**src/wav_riff_stream_parser_defines.svh**
```systemverilog
// ----------------------------------------------------------------------------
// wav riff stream parser assertion macros
// property check helpers shared by the parser rtl
// ----------------------------------------------------------------------------
`ifndef WAV_RIFF_STREAM_PARSER_DEFINES_SVH
`define WAV_RIFF_STREAM_PARSER_DEFINES_SVH

`ifndef SYNTH
// same-cycle implication
`define WRP_ASSERT_NOW(label, clk, rst_n, ante, cons) \
    label: assert property (@(posedge clk) disable iff (!rst_n) (ante) |-> (cons)) \
        else $error("wrp same-cycle check failed");
// next-cycle implication
`define WRP_ASSERT_NEXT(label, clk, rst_n, ante, cons) \
    label: assert property (@(posedge clk) disable iff (!rst_n) (ante) |=> (cons)) \
        else $error("wrp next-cycle check failed");
`else
`define WRP_ASSERT_NOW(label, clk, rst_n, ante, cons)
`define WRP_ASSERT_NEXT(label, clk, rst_n, ante, cons)
`endif

`endif

```
**src/wrp_pkg.sv**
```systemverilog
// ----------------------------------------------------------------------------
// wrp_pkg
// types and constants of the wav riff stream parser
// ----------------------------------------------------------------------------
package wrp_pkg;

    // parse phase, one-hot
    typedef enum logic [4:0] {
        PH_HEADER = 5'b00001,
        PH_CHUNK  = 5'b00010,
        PH_SKIP   = 5'b00100,
        PH_DATA   = 5'b01000,
        PH_DONE   = 5'b10000
    } t_phase;

    // result kinds
    localparam logic [1:0] KIND_DATA   = 2'd0;
    localparam logic [1:0] KIND_REPORT = 2'd1;
    localparam logic [1:0] KIND_ERROR  = 2'd2;

    // error codes
    localparam logic [2:0] ERR_NONE      = 3'd0;
    localparam logic [2:0] ERR_SHORT     = 3'd1;
    localparam logic [2:0] ERR_MAGIC     = 3'd2;
    localparam logic [2:0] ERR_CHANNELS  = 3'd3;
    localparam logic [2:0] ERR_NO_DATA   = 3'd4;
    localparam logic [2:0] ERR_TRUNCATED = 3'd5;

    // header layout
    localparam logic [5:0] HDR_LAST_POS  = 6'd35;
    localparam logic [5:0] POS_CHAN_LO   = 6'd22;
    localparam logic [5:0] POS_CHAN_HI   = 6'd23;
    localparam logic [5:0] POS_RATE_LO   = 6'd24;
    localparam logic [5:0] POS_RATE_END  = 6'd28;
    localparam logic [5:0] POS_WAVE_LO   = 6'd8;
    localparam logic [5:0] POS_WAVE_END  = 6'd16;
    localparam logic [5:0] POS_RIFF_END  = 6'd4;
    localparam logic [5:0] POS_BITS_LO   = 6'd34;

    localparam logic [7:0]  RIFF_MAGIC [4] = '{8'h52, 8'h49, 8'h46, 8'h46};
    localparam logic [7:0]  WAVE_MAGIC [8] = '{8'h57, 8'h41, 8'h56, 8'h45,
                                               8'h66, 8'h6D, 8'h74, 8'h20};
    localparam logic [31:0] DATA_ID        = 32'h64617461;
    localparam logic [15:0] BITS_16        = 16'd16;

endpackage

```
**src/wav_riff_stream_parser.sv**
```systemverilog
// a result beat is valid in the cycle after the byte beat that causes it
// throughput: one byte beat per cycle while the master side keeps tready high
// s_tready follows m_tready while the output register holds a result, else stays high
// reset (i_rst_n low, synchronous) returns the parser to the header phase and empties
// the output register; every beat with tlast also returns the parse state to reset
// ----------------------------------------------------------------------------
// wav_riff_stream_parser
// checks a riff/wave pcm header, finds the data chunk, reports format and
// passes the payload bytes through
// ----------------------------------------------------------------------------
`include "wav_riff_stream_parser_defines.svh"

module wav_riff_stream_parser (
    input  logic         i_clk,
    input  logic         i_rst_n,
    // byte side
    input  logic         i_s_tvalid,
    output logic         o_s_tready,
    input  logic [7:0]   i_s_tdata,   // file_byte
    input  logic         i_s_tlast,   // buffer_end
    // result side
    output logic         o_m_tvalid,
    input  logic         i_m_tready,
    // data_value[7:0], channel_count[9:8], sample_rate[41:10], sample_bits[57:42],
    // payload_length[89:58], last_sample_index[122:90], error_code[125:123], zero
    output logic [127:0] o_m_tdata,
    output logic [1:0]   o_m_tuser,   // result_kind
    output logic         o_m_tlast    // run_last
);

    // parse state
    wrp_pkg::t_phase r_phase, n_phase;
    logic [5:0]      r_pos,   n_pos;
    logic [31:0]     r_shift, n_shift;
    logic [15:0]     r_chan,  n_chan;
    logic [31:0]     r_rate,  n_rate;
    logic [15:0]     r_bits,  n_bits;
    logic [2:0]      r_fault, n_fault;
    logic [31:0]     r_rem,   n_rem;

    // output register
    logic               r_out_valid;
    logic [1:0]         r_kind;
    logic [7:0]         r_data;
    logic [1:0]         r_chan_out;
    logic [31:0]        r_rate_out;
    logic [15:0]        r_bits_out;
    logic [31:0]        r_len;
    logic signed [32:0] r_idx;
    logic [2:0]         r_err;
    logic               r_last;

    // result of the current beat
    logic               res_valid;
    logic [1:0]         res_kind;
    logic [7:0]         res_data;
    logic [1:0]         res_chan;
    logic [31:0]        res_rate;
    logic [15:0]        res_bits;
    logic [31:0]        res_len;
    logic signed [32:0] res_idx;
    logic [2:0]         res_err;
    logic               res_last;

    logic       in_acc;
    logic [2:0] chunk_pos;

    assign o_s_tready = !r_out_valid || i_m_tready;
    assign in_acc     = i_s_tvalid && o_s_tready;
    assign chunk_pos  = r_pos[2:0];

    // next state and result for one byte beat
    always_comb begin
        n_phase  = r_phase;
        n_pos    = r_pos;
        n_shift  = r_shift;
        n_chan   = r_chan;
        n_rate   = r_rate;
        n_bits   = r_bits;
        n_fault  = r_fault;
        n_rem    = r_rem;
        res_valid = 1'b0;
        res_kind  = wrp_pkg::KIND_DATA;
        res_data  = 8'd0;
        res_chan  = 2'd0;
        res_rate  = 32'd0;
        res_bits  = 16'd0;
        res_len   = 32'd0;
        res_idx   = 33'sd0;
        res_err   = wrp_pkg::ERR_NONE;
        res_last  = 1'b0;

        case (r_phase)
            wrp_pkg::PH_HEADER: begin
                // field capture and magic checks
                if (r_pos < wrp_pkg::POS_RIFF_END) begin
                    if (i_s_tdata != wrp_pkg::RIFF_MAGIC[r_pos[1:0]] &&
                        r_fault == wrp_pkg::ERR_NONE) begin
                        n_fault = wrp_pkg::ERR_MAGIC;
                    end
                end else if (r_pos >= wrp_pkg::POS_WAVE_LO && r_pos < wrp_pkg::POS_WAVE_END) begin
                    if (i_s_tdata != wrp_pkg::WAVE_MAGIC[r_pos[2:0]] &&
                        r_fault == wrp_pkg::ERR_NONE) begin
                        n_fault = wrp_pkg::ERR_MAGIC;
                    end
                end else if (r_pos == wrp_pkg::POS_CHAN_LO) begin
                    n_chan = {8'd0, i_s_tdata};
                end else if (r_pos == wrp_pkg::POS_CHAN_HI) begin
                    n_chan = {i_s_tdata, r_chan[7:0]};
                    if (n_chan != 16'd1 && n_chan != 16'd2 &&
                        r_fault == wrp_pkg::ERR_NONE) begin
                        n_fault = wrp_pkg::ERR_CHANNELS;
                    end
                end else if (r_pos >= wrp_pkg::POS_RATE_LO && r_pos < wrp_pkg::POS_RATE_END) begin
                    n_rate[{r_pos[1:0], 3'b000} +: 8] = i_s_tdata;
                end else if (r_pos == wrp_pkg::POS_BITS_LO) begin
                    n_bits = {8'd0, i_s_tdata};
                end else if (r_pos == wrp_pkg::HDR_LAST_POS) begin
                    n_bits = {i_s_tdata, r_bits[7:0]};
                end

                // header end or short buffer
                if (r_pos == wrp_pkg::HDR_LAST_POS) begin
                    n_pos = 6'd0;
                    if (n_fault != wrp_pkg::ERR_NONE) begin
                        res_valid = 1'b1;
                        res_kind  = wrp_pkg::KIND_ERROR;
                        res_err   = n_fault;
                        res_last  = 1'b1;
                        n_phase   = wrp_pkg::PH_DONE;
                    end else if (i_s_tlast) begin
                        res_valid = 1'b1;
                        res_kind  = wrp_pkg::KIND_ERROR;
                        res_err   = wrp_pkg::ERR_NO_DATA;
                        res_last  = 1'b1;
                    end else begin
                        n_phase = wrp_pkg::PH_CHUNK;
                        n_shift = 32'd0;
                        n_rem   = 32'd0;
                    end
                end else begin
                    n_pos = r_pos + 6'd1;
                    if (i_s_tlast) begin
                        res_valid = 1'b1;
                        res_kind  = wrp_pkg::KIND_ERROR;
                        res_err   = wrp_pkg::ERR_SHORT;
                        res_last  = 1'b1;
                    end
                end
            end

            wrp_pkg::PH_CHUNK: begin
                // id bytes shift in, length bytes little endian
                if (!chunk_pos[2]) begin
                    n_shift = {r_shift[23:0], i_s_tdata};
                end else begin
                    n_rem[{chunk_pos[1:0], 3'b000} +: 8] = i_s_tdata;
                end

                if (chunk_pos == 3'd7) begin
                    n_pos = 6'd0;
                    if (n_shift == wrp_pkg::DATA_ID) begin
                        if (i_s_tlast && n_rem != 32'd0) begin
                            res_valid = 1'b1;
                            res_kind  = wrp_pkg::KIND_ERROR;
                            res_err   = wrp_pkg::ERR_TRUNCATED;
                            res_last  = 1'b1;
                        end else begin
                            // format report
                            res_valid = 1'b1;
                            res_kind  = wrp_pkg::KIND_REPORT;
                            res_chan  = r_chan[1:0];
                            res_rate  = r_rate;
                            res_bits  = r_bits;
                            res_len   = n_rem;
                            res_idx   = (r_bits == wrp_pkg::BITS_16) ?
                                        $signed({2'b00, n_rem[31:1]} - 33'd1) :
                                        $signed({1'b0, n_rem} - 33'd1);
                            res_last  = (n_rem == 32'd0);
                            n_phase   = (n_rem == 32'd0) ? wrp_pkg::PH_DONE : wrp_pkg::PH_DATA;
                        end
                    end else if (i_s_tlast) begin
                        res_valid = 1'b1;
                        res_kind  = wrp_pkg::KIND_ERROR;
                        res_err   = wrp_pkg::ERR_NO_DATA;
                        res_last  = 1'b1;
                    end else begin
                        n_phase = (n_rem == 32'd0) ? wrp_pkg::PH_CHUNK : wrp_pkg::PH_SKIP;
                        n_shift = 32'd0;
                    end
                end else begin
                    n_pos = r_pos + 6'd1;
                    if (i_s_tlast) begin
                        res_valid = 1'b1;
                        res_kind  = wrp_pkg::KIND_ERROR;
                        res_err   = wrp_pkg::ERR_NO_DATA;
                        res_last  = 1'b1;
                    end
                end
            end

            wrp_pkg::PH_SKIP: begin
                // skip an unwanted chunk body
                n_rem = r_rem - 32'd1;
                if (n_rem == 32'd0) begin
                    n_phase = wrp_pkg::PH_CHUNK;
                    n_pos   = 6'd0;
                    n_shift = 32'd0;
                end
                if (i_s_tlast) begin
                    res_valid = 1'b1;
                    res_kind  = wrp_pkg::KIND_ERROR;
                    res_err   = wrp_pkg::ERR_NO_DATA;
                    res_last  = 1'b1;
                end
            end

            wrp_pkg::PH_DATA: begin
                // payload pass-through
                n_rem     = r_rem - 32'd1;
                res_valid = 1'b1;
                res_data  = i_s_tdata;
                if (n_rem == 32'd0) begin
                    res_last = 1'b1;
                    n_phase  = wrp_pkg::PH_DONE;
                end else if (i_s_tlast) begin
                    res_kind = wrp_pkg::KIND_ERROR;
                    res_err  = wrp_pkg::ERR_TRUNCATED;
                    res_last = 1'b1;
                end
            end

            default: begin
            end
        endcase

        // end of buffer starts a fresh run
        if (i_s_tlast) begin
            n_phase = wrp_pkg::PH_HEADER;
            n_pos   = 6'd0;
            n_shift = 32'd0;
            n_chan  = 16'd0;
            n_rate  = 32'd0;
            n_bits  = 16'd0;
            n_fault = wrp_pkg::ERR_NONE;
            n_rem   = 32'd0;
        end
    end

    // parse state registers
    always_ff @(posedge i_clk) begin
        if (!i_rst_n) begin
            r_phase <= wrp_pkg::PH_HEADER;
            r_pos   <= 6'd0;
            r_shift <= 32'd0;
            r_chan  <= 16'd0;
            r_rate  <= 32'd0;
            r_bits  <= 16'd0;
            r_fault <= wrp_pkg::ERR_NONE;
            r_rem   <= 32'd0;
        end else if (in_acc) begin
            r_phase <= n_phase;
            r_pos   <= n_pos;
            r_shift <= n_shift;
            r_chan  <= n_chan;
            r_rate  <= n_rate;
            r_bits  <= n_bits;
            r_fault <= n_fault;
            r_rem   <= n_rem;
        end
    end

    // output valid
    always_ff @(posedge i_clk) begin
        if (!i_rst_n) begin
            r_out_valid <= 1'b0;
        end else if (in_acc && res_valid) begin
            r_out_valid <= 1'b1;
        end else if (i_m_tready) begin
            r_out_valid <= 1'b0;
        end
    end

    // output payload
    always_ff @(posedge i_clk) begin
        if (in_acc && res_valid) begin
            r_kind     <= res_kind;
            r_data     <= res_data;
            r_chan_out <= res_chan;
            r_rate_out <= res_rate;
            r_bits_out <= res_bits;
            r_len      <= res_len;
            r_idx      <= res_idx;
            r_err      <= res_err;
            r_last     <= res_last;
        end
    end

    assign o_m_tvalid = r_out_valid;
    assign o_m_tuser  = r_kind;
    assign o_m_tlast  = r_last;
    assign o_m_tdata  = {2'b00, r_err, r_idx, r_len, r_bits_out, r_rate_out,
                         r_chan_out, r_data};

    // checks
    `WRP_ASSERT_NEXT(a_tlast_restarts, i_clk, i_rst_n, in_acc && i_s_tlast,
        r_phase == wrp_pkg::PH_HEADER && r_pos == 6'd0)
    `WRP_ASSERT_NOW(a_data_has_bytes, i_clk, i_rst_n, r_phase == wrp_pkg::PH_DATA,
        r_rem != 32'd0)
    `WRP_ASSERT_NOW(a_error_ends_run, i_clk, i_rst_n,
        r_out_valid && r_kind == wrp_pkg::KIND_ERROR, r_last)
    `WRP_ASSERT_NOW(a_last_report_empty, i_clk, i_rst_n,
        r_out_valid && r_kind == wrp_pkg::KIND_REPORT && r_last, r_len == 32'd0)

endmodule
```
**config.mk**
```make
export PLATFORM = sky130hd
export DESIGN_NAME = wav_riff_stream_parser
export DESIGN_NICKNAME = d
export VERILOG_FILES = /design/src/wrp_pkg.sv /design/src/wav_riff_stream_parser.sv
export VERILOG_INCLUDE_DIRS = /design/src /design/src/src
export SDC_FILE = /design/constraint.sdc
export NUM_CORES = 1
export LEC_CHECK = 0
export BUFFER_PORTS_ARGS = -buffer_cell sky130_fd_sc_hd__buf_2
export CAP_MARGIN = 15
export CORE_AREA = 2 2 203 185
export CTS_CLUSTER_DIAMETER = 30
export CTS_CLUSTER_SIZE = 20
export DETAILED_ROUTE_END_ITERATION = 8
export DIE_AREA = 0 0 205 187
export PLACE_DENSITY = 0.59
export SLEW_MARGIN = 10
export SYNTH_ARGS = -nofsm -noshare
export SYNTH_HDL_FRONTEND = slang
export SYNTH_SLANG_ARGS = --single-unit
```
**constraint.sdc**
```tcl
create_clock -name i_clk -period 12.1 [get_ports i_clk]
set_input_delay 3.025 -clock i_clk [delete_from_list [all_inputs] [get_ports i_clk]]
set_output_delay 3.025 -clock i_clk [all_outputs]
set_load 0.05 [all_outputs]
```
==> results.ini, run 1 <==
[status]
outcome=finished, final reports clean

[setup_path]
required_ps=12550
critical_path_arrival_ps=7170
setup.worst_path.end_class=flip-flop
path_class=in2reg
crit_path_max_fanout=66
startpoint_type=input port

[synthesis]
yosys.area.top_type=edfxtp_1
synthAdderAreaFrac_pct=1.32
ys_top_cells_by_area=edfxtp_1, dfxtp_1, nor2_1, and2_1, a21oi_1
synth_compound_gate_area_share_pct=18.5
synth_top_family_by_area=simple AND/OR/NAND/NOR gates
ys_warn_count=0
syn_avg_cell_area_um2=9.26
ys.flop_type=dfxtp_1
synth_area_um2=14300
synth-edff-count=129
synth_seq_cells=264
async_flop_share_pct=0
synth.top_cell.area_share_pct=27.2
synth_cell_types=86
yosys.area_share.simple_pct=24.2
ys_seq_area_share_pct=46.1
muxShareOfSynthArea_pct=1.56
synth-xor-area-share_pct=3.56
syn_inst=1540

[pwr]
p_sw_share_pct=26.2
power_frac_seq_pct=34.7
power.share.combinational_pct=8.8
power_density_nw_per_um2=160
p_clk_share_pct=56.5
ir_drop_mv=0.122
p_leak_uw=0.00681
p_sw_uw=724
internal_power_uw=2040

[clock_tree]
cts_tree=yes
clkLatencyLatePin_ps=600
cts_hold_buf=0
postCtsSetupBuffers=0
clk_pin_slew_ps=50
cts.sinks=264
clockBufferDepth=3
ctsResizeCount=0
h-tree-depth=2
clock-root-buffer=clkbuf_16
numCtsBuffers=59

[cells_and_area]
area_delta_synth_final_pct=21.0
fill_cells=3484
nNetsFinal=1664
multi_input_area_um2=7060
fin_util_pct=47.2
diodes=0
seq_area_um2=6580
drive_gt1_share_pct=18.6

[run]
max-cap-violations=0

[global_route]
grt_usage_pct=22.8
grt_pass1_vias=11837
grt-ovfl-total=0
grt_pass1_wl_mm=69.1
use_met3_pct=4.30
antenna_found_initial=0
grt-busiest-layer=met2
grtUsageMet1_pct=32.9
grt_max_degree=81
use_met2_pct=34.8

[timing]
fmax_mhz=149
relSlewSlack_pct=22.5
finClkSkew_ps=52.1
worstMarginPinSlew_ps=1160
final.period_utilization_pct=55.5
setup_viol_count_final=0
rsz0062_at_grt=no
fin_crit_ps=6720
timing.setup.tns_ps=0
drv_slew=0
hold_viol=0
whs_ps=469

[routing]
drc=0
drtIter0Drc=1366
num_vias=12815
wl_per_cell_um=20.6
drtPass1Iterations=6
drt-vias-per-instance=5.91
ant_nets=0
routed_wl_mm=44.7

[floorplan]
fp.dieW_um=205
die_y_um=187
core_region_area_um2=36600
io_pins=146
rows=67
die_area_um2=38300
initial_utilization_pct=39.0

[placement]
portBuffers=143
place.gp.congestion=0.962
dp_hpwl_mm=30.2

[hold_path]
hp-class=reg2reg

==> sequential cells by signal, indices dropped and copies added, names as in the netlist <==
name        cells
r_data          8
o_m_tvalid      1
o_m_tlast       1
r_phase         5
r_bits_out     16
r_idx          33
r_len          32
r_pos           6
o_m_tuser       2
r_shift        32
r_fault         3
r_err           3
r_chan          8
r_bits         16
r_chan_out      2
r_rem          32
r_rate_out     32
r_rate         32
==> synth_stat cells, types with 12 or more instances <==
library cell    n
a22o_2         16
buf_2          12
edfxtp_1      129
nor2b_1        19
and3_1         17
nand3_1        47
o32ai_1        12
nor3_1         43
nand2_1       116
inv_1          19
mux2i_1        20
o22ai_1        33
a211oi_1       18
nor3b_1        13
or3_1          12
a21oi_1        88
nor4_1         27
or4_1          13
clkbuf_1      102
nand2b_1       20
xnor2_1        27
nor2_1        159
a22oi_1        58
and2_1         76
a22o_1         17
xor2_1         31
nand4_1        24
ha_1           15
dfxtp_1       135
o21ai_0        53
==> layout make-up <==
class | instances | area share [%]
clock buffers | 77 | 9.66
flip-flops and latches | 264 | 38.1
clock inverters | 34 | 2.01
inverters | 20 | 0.435
multi-input cells | 1122 | 40.9
repair buffers | 169 | 5.39
well taps | 483 | 3.50
==> worst max-delay path, stage by stage <==
cell      delay (ps)
buf_2            210
a22oi_1          570
ha_1             290
inv_1             50
a221oi_1         230
buf_4            230
nand2_1           60
or4_1            520
nor3_1           810
o21bai_4          60
buf_4            340
inv_1            330
buf_16           210
and2_1           160
==> stage by stage <==
step	setup slack, ps	std cells	instance area [µm²]	total power, µW
finish	5380	2169	17300	2770
global placement	4520	2056	15200	1210
global route	5070	2169	17300	2860
CTS	4960	2167	17200	2780
floorplan	462	1541	14300	1160
detailed placement	4370	2056	15200	1220
==> power by group through the flow <==
| stage | clock network [µW] | logic, µW | registers, µW |
|---|---|---|---|
| 4_1_cts | 1580 | 239 | 960 |
| 3_5_place_dp | 0 | 238 | 977 |
| 3_3_place_gp | 0 | 237 | 977 |
| 5_1_grt | 1630 | 260 | 961 |
| 6_report | 1560 | 243 | 960 |
| 2_1_floorplan | 0 | 139 | 1020 |
==> placed cells by master, fill, tap and decap left out, types with 7 or more instances in the layout <==
cell          n
nor2_1      159
buf_2       143
dfxtp_1     135
edfxtp_1    129
nand2_1     116
a21oi_1      88
and2_1       76
clkbuf_16    62
a22oi_1      58
o21ai_0      52
nand3_1      47
nor3_1       43
o22ai_1      33
xor2_1       31
xnor2_1      27
nor4_1       26
buf_4        25
nand4_1      24
mux2i_1      20
nand2b_1     20
nor2b_1      19
inv_1        19
a211oi_1     18
and3_1       17
a22o_1       17
a22o_2       16
ha_1         15
or4_1        13
nor3b_1      13
or3_1        12
o32ai_1      12
nand3b_1     10
nor4b_1      10
a31oi_1       9
clkbuf_1      9
nand4b_1      7
or2_2         7
and4_1        7
clkinv_4      7
clkinvlp_4    7
==> logic make-up after synthesis <==
logic type               count (synthesis)
AND/OR/NAND/NOR                        648
XOR/XNOR                                58
other                                    1
flip-flops                             264
buffers and inverters                  155
adder cells (fa/ha/maj)                 15
multiplexers                            22
AO/OA/AOI/OAI                          377
==> path summary, 6_finish.rpt <==
path	startpoint	to	slack (ps)	cells after the start
max	i_s_tdata[1]	r_rate_out[8]	5380	14
min	r_rate[2]	r_rate[2]	470	2
max reg2reg	r_pos[1]	r_rate_out[8]	6370	16
min reg2reg	r_rate[2]	r_rate[2]	470	2
==> layer usage <==
layer / vias to the layer above / part of all wire [%]
li1: 5909 / -
met1: 6223 / 45
met2: 588 / 44
met3: 95 / 7.9
met4: 0 / 2.5
met5: - / 0
Power figures use the tool's default switching activity.
==> inputs of run 2 (changes only) <==
PLACE_DENSITY = 0.57   (was 0.59)
clock period = 6.8 ns   (was 12.1 ns; I/O delays follow)
==> run 2 against run 1 <==
Compared with the run above: combinational power is 78% higher; via count shrank 0.18%; flip-flop and latch count stayed put; largest cell class unchanged; highest routed layer unchanged; setup slack worse by 4200 ps; first-iteration DRC count increased by 0.73%; sequential power rose by 78%; count of clock-buffer cells in the layout is 8 lower; wire length is 2.9% higher; largest power group unchanged; critical endpoint is now r_idx[19]; die area is the same.
==> results.ini, run 2 (same netlist as run 1, synthesis figures left out) <==
[routing]
drtIter0Drc=1376
routed_wl_mm=46.0
drtPass1Iterations=5
wl_per_cell_um=21.1
ant_nets=0
drt-vias-per-instance=5.87
num_vias=12792
drc=0

[cells_and_area]
fin_cells=2181
layout_commonest_cell=nor2_1
drive_gt1_share_pct=19.6
final_cell_mix=nor2_1, buf_2, dfxtp_1
largest_reg_flops=33
area_delta_synth_final_pct=23.0
nNetsFinal=1674
regMostFlops=r_idx

[timing]
finClkSkew_ps=41.1
final.period_utilization_pct=83.1
fmax_mhz=177
worstMarginPinSlew_ps=1150
fin_crit_ps=5650
timing.setup.tns_ps=0
hold_viol=0
drv_slew=0
relSlewSlack_pct=23.5
rsz0062_at_grt=no
setup_viol_count_final=0

[clock_tree]
clkLatencyLatePin_ps=620
clockBufferDepth=3
cts.sinks=264
cts_tree=yes
clock-root-buffer=clkbuf_16
postCtsSetupBuffers=0
cts_hold_buf=0
numCtsBuffers=60
clk_pin_slew_ps=50
ctsResizeCount=0
h-tree-depth=2

[placement]
dp_hpwl_mm=31.4
place.gp.congestion=0.982
dp.cells=2066
portBuffers=143

[setup_path]
worstPathBufferInverterCount=2
path_delay_family=compound AO/OA/AOI/OAI gates
required_ps=7080
critical_path_arrival_ps=5930
cp_slowest_cell=ha_1
r2r_slack_ps=1150
path_cells=inv_1 -> ha_1 -> nand2_1 -> a22oi_1 -> ha_1 -> inv_1 -> a221oi_1 -> and2_1 -> and4_1 -> nand3_1 -> and3_1 -> a2111oi_0
r2r_end=r_idx[19]
reg2regPathDepth=12
crit_path_max_fanout=23
startpoint_type=flip-flop
timing.rr.start=r_pos[0]
setup.worst_path.end_class=flip-flop
critPathMaxStageDelay_ps=750
path_class=reg2reg

[pwr]
p_leak_uw=0.00697
ir_drop_mv=0.249
power_density_nw_per_um2=302

[hold_path]
hp-class=reg2reg
hold_depth=2
worstHoldEndpoint=r_rate[3]
min_from=r_rate[3]

[global_route]
grt_max_degree=80
grt-ovfl-total=0
grt_pass1_vias=12107
antenna_found_initial=1
grt_usage_pct=24.0
grt_pass1_wl_mm=71.4

[status]
outcome=finished, final reports clean

[floorplan]
die_y_um=187
io_pins=146
rows=67
fp.dieW_um=205
core_region_area_um2=36600
initial_utilization_pct=39.0
die_area_um2=38300

[run]
max-cap-violations=0

-- run 2: changes by cell type in the layout (fill, tap and decap cells not counted), moves of 2 or more --
cell	previous run	this run
clkinvlp_4	7	4
buf_4	25	34
bufinv_16	2	11
inv_8	0	2
clkbuf_8	6	2
clkbuf_1	9	4
clkinv_1	4	1
inv_6	6	10
-- run 2: routing by layer --
| metal | global-route usage (%) | wire [µm] | up-vias |
|---|---|---|---|
| li1 | - | - | 5939 |
| met1 | 34.2 | 21100 | 6253 |
| met2 | 35.7 | 20200 | 507 |
| met3 | 5.10 | 3380 | 93 |
| met4 | 8.52 | 1280 | 0 |
| met5 | 0 | 0 | - |
-- run 2: how the worst max path moves through the flow --
stage	from	endpoint	slack [ps]	cells past startpoint
2_1_floorplan	i_s_tdata[7]	o_m_tlast	910	7
3_3_place_gp	i_s_tdata[2]	r_idx[19]	1070	10
3_5_place_dp	i_s_tdata[4]	r_idx[1]	1270	13
4_1_cts	r_pos[0]	r_idx[19]	1280	12
5_1_grt	r_pos[0]	r_idx[19]	740	13
6_report	r_pos[0]	r_idx[19]	1150	12
-- run 2: report_power, final --
group          internal [µW]  switching, µW
combinational            119            314
clock                   2150           1000
sequential              1700           14.9
total                   3960           1330
-- run 2: through the flow --
stage | hold slack, ps | instance area (µm²) | worst slack (ps) | power, µW | util (%)
global placement | 451 | 15300 | 1070 | 2170 | 41.8
global route | 481 | 17500 | 740 | 5460 | 48.0
detailed placement | 453 | 15300 | 1270 | 2170 | 41.8
finish | 458 | 17500 | 1150 | 5300 | 48.0
CTS | 461 | 17500 | 1280 | 5340 | 48.0
floorplan | 435 | 14300 | 912 | 2050 | -
-- run 2: worst min-delay path, stage by stage (launching register included) --
cell      delay, ps
dfxtp_1         300
nand2b_1         60
a21oi_1          50
-- run 2: area by class of cell --
cell class              instances  area (µm²)
inverters                      20        75.1
diodes                          1        2.50
clock inverters                44         632
repair buffers                178         976
flip-flops and latches        264        6580
clock buffers                  69        1620
multi-input cells            1122        7050
well taps                     483         604
fillers                      3508       19000
==> inputs of run 3 (changes only) <==
PLACE_DENSITY = 0.59   (was 0.57)
clock period = 4.7 ns   (was 6.8 ns; I/O delays follow)
==> run 3 against run 2 <==
Compared with the run above: cell count is 2.0% higher; count of clock-buffer cells in the layout down 1; clock power grew 36%; highest routed layer is now met5; first-iteration DRC count is 17% lower; non-clock buffer count is 43 higher; setup slack got worse by 890 ps.
==> results.ini, run 3 (same netlist as run 1, synthesis figures left out) <==
[status]
outcome=finished, final reports clean

[routing]
routed_wl_mm=47.7
drtIter0Drc=1136
num_vias=12969
drtPass1Iterations=5
wl_per_cell_um=21.5
drt-vias-per-instance=5.83
drc=0
ant_nets=0

[clock_tree]
clockBufferDepth=3
cts_hold_buf=0
ctsResizeCount=0
h-tree-depth=2
clk_pin_slew_ps=50
clock-root-buffer=clkbuf_16
cts_tree=yes
clkLatencyLatePin_ps=620
numCtsBuffers=59
cts.sinks=264
postCtsSetupBuffers=0

[global_route]
antenna_found_initial=1
grt_usage_pct=24.6
grt_pass1_vias=12289
grt-ovfl-total=0
grt_max_degree=69
grt_pass1_wl_mm=73.4

[placement]
dp_hpwl_mm=32.8
placed_area_um2=15700
place.gp.congestion=0.966
portBuffers=143
dp.cells=2110

[timing]
rsz0062_at_grt=no
fin_crit_ps=4440
relSlewSlack_pct=18.5
finClkSkew_ps=44.1
hold_viol=0
setup_viol_count_final=0
worstMarginPinSlew_ps=1220
fmax_mhz=225
final.period_utilization_pct=94.4
drv_slew=0

[hold_path]
min_from=r_rate[7]
hold_depth=2
hp-class=reg2reg
worstHoldEndpoint=r_rate[7]

[cells_and_area]
regMostFlops=r_idx
fin_cells=2224
area_delta_synth_final_pct=24.7
final_cell_mix=nor2_1, buf_2, dfxtp_1
fill_cells=3460
layout_commonest_cell=nor2_1
stdcell_area_um2=17800
nNetsFinal=1716
largest_reg_flops=33
drive_gt1_share_pct=21.2

[setup_path]
r2r_slack_ps=260
timing.rr.start=r_pos[0]
reg2regPathDepth=12
startpoint_type=flip-flop
setup.worst_path.end_class=flip-flop
path_cells=inv_1 -> ha_1 -> inv_1 -> ha_1 -> nor4_1 -> nand3b_1 -> nand2_1 -> or4_1 -> nor4_1 -> o21ai_0 -> a221oi_1 -> o21ai_0
crit_path_max_fanout=9
cp_slowest_cell=nor4_1
required_ps=5000
critPathMaxStageDelay_ps=680
path_class=reg2reg
critical_path_arrival_ps=4740
r2r_end=r_err[2]

[floorplan]
initial_utilization_pct=39.0
io_pins=146
core_region_area_um2=36600
die_y_um=187
fp.dieW_um=205
die_area_um2=38300
rows=67

[pwr]
power_density_nw_per_um2=417
p_leak_uw=0.00710
ir_drop_mv=0.284

[run]
max-cap-violations=0

==> run 3: worst max-delay path by stage <==
stage	start	to	slack (ps)
floorplan	i_s_tdata[7]	o_m_tlast	-470
global placement	i_s_tdata[4]	r_err[2]	110
detailed placement	i_s_tdata[4]	r_err[2]	40
CTS	r_pos[0]	r_err[2]	370
global route	r_pos[0]	r_idx[23]	120
finish	r_pos[0]	r_err[2]	260
==> run 3: final cells by class <==
class,instances,area [µm²],area share [%]
multi-input cells,1122,7050,39.7
flip-flops and latches,264,6580,37.0
clock buffers,68,1520,8.55
repair buffers,221,1380,7.74
well taps,483,604,3.40
clock inverters,44,568,3.20
inverters,20,75.1,0.422
diodes,2,5.00,0.0282
==> run 3: routing by layer <==
metal  GRT usage (%)  part of all wire, %  routed length, µm
met1            35.8                   45              21600
met2            36.4                   44              20800
met3            4.46                  7.9               3770
met4            8.69                  3.1               1470
met5               0                0.027                 13
==> run 3: metrics by stage <==
stage	setup TNS (ps)	hold WS (ps)	util, %	worst slack (ps)	total power (µW)
final	0	464	48.6	261	7410
after global routing	0	473	48.6	122	7630
after CTS	0	465	48.6	373	7450
after detailed placement	0	453	42.9	38.9	3170
after global placement	0	449	42.9	113	3170
after floorplan	-61020	435	-	-473	2970
==> run 3: where the power goes <==
group / switching, µW / leakage [µW] / internal, µW
Combinational: 470 / 0.00366 / 196
Clock: 1420 / 0.000987 / 2850
Sequential: 17.7 / 0.00245 / 2450
Total: 1910 / 0.00710 / 5500
==> run 3: worst max-delay path: cells and delay by family (launching register included) <==
| kind | cells | cell delay (ps) |
|---|---|---|
| buffers and inverters | 2 | 310 |
| AND/OR/NAND/NOR | 5 | 2340 |
| adder cells (fa/ha/maj) | 2 | 630 |
| AO/OA/AOI/OAI | 3 | 570 |
| flip-flops | 1 | 300 |
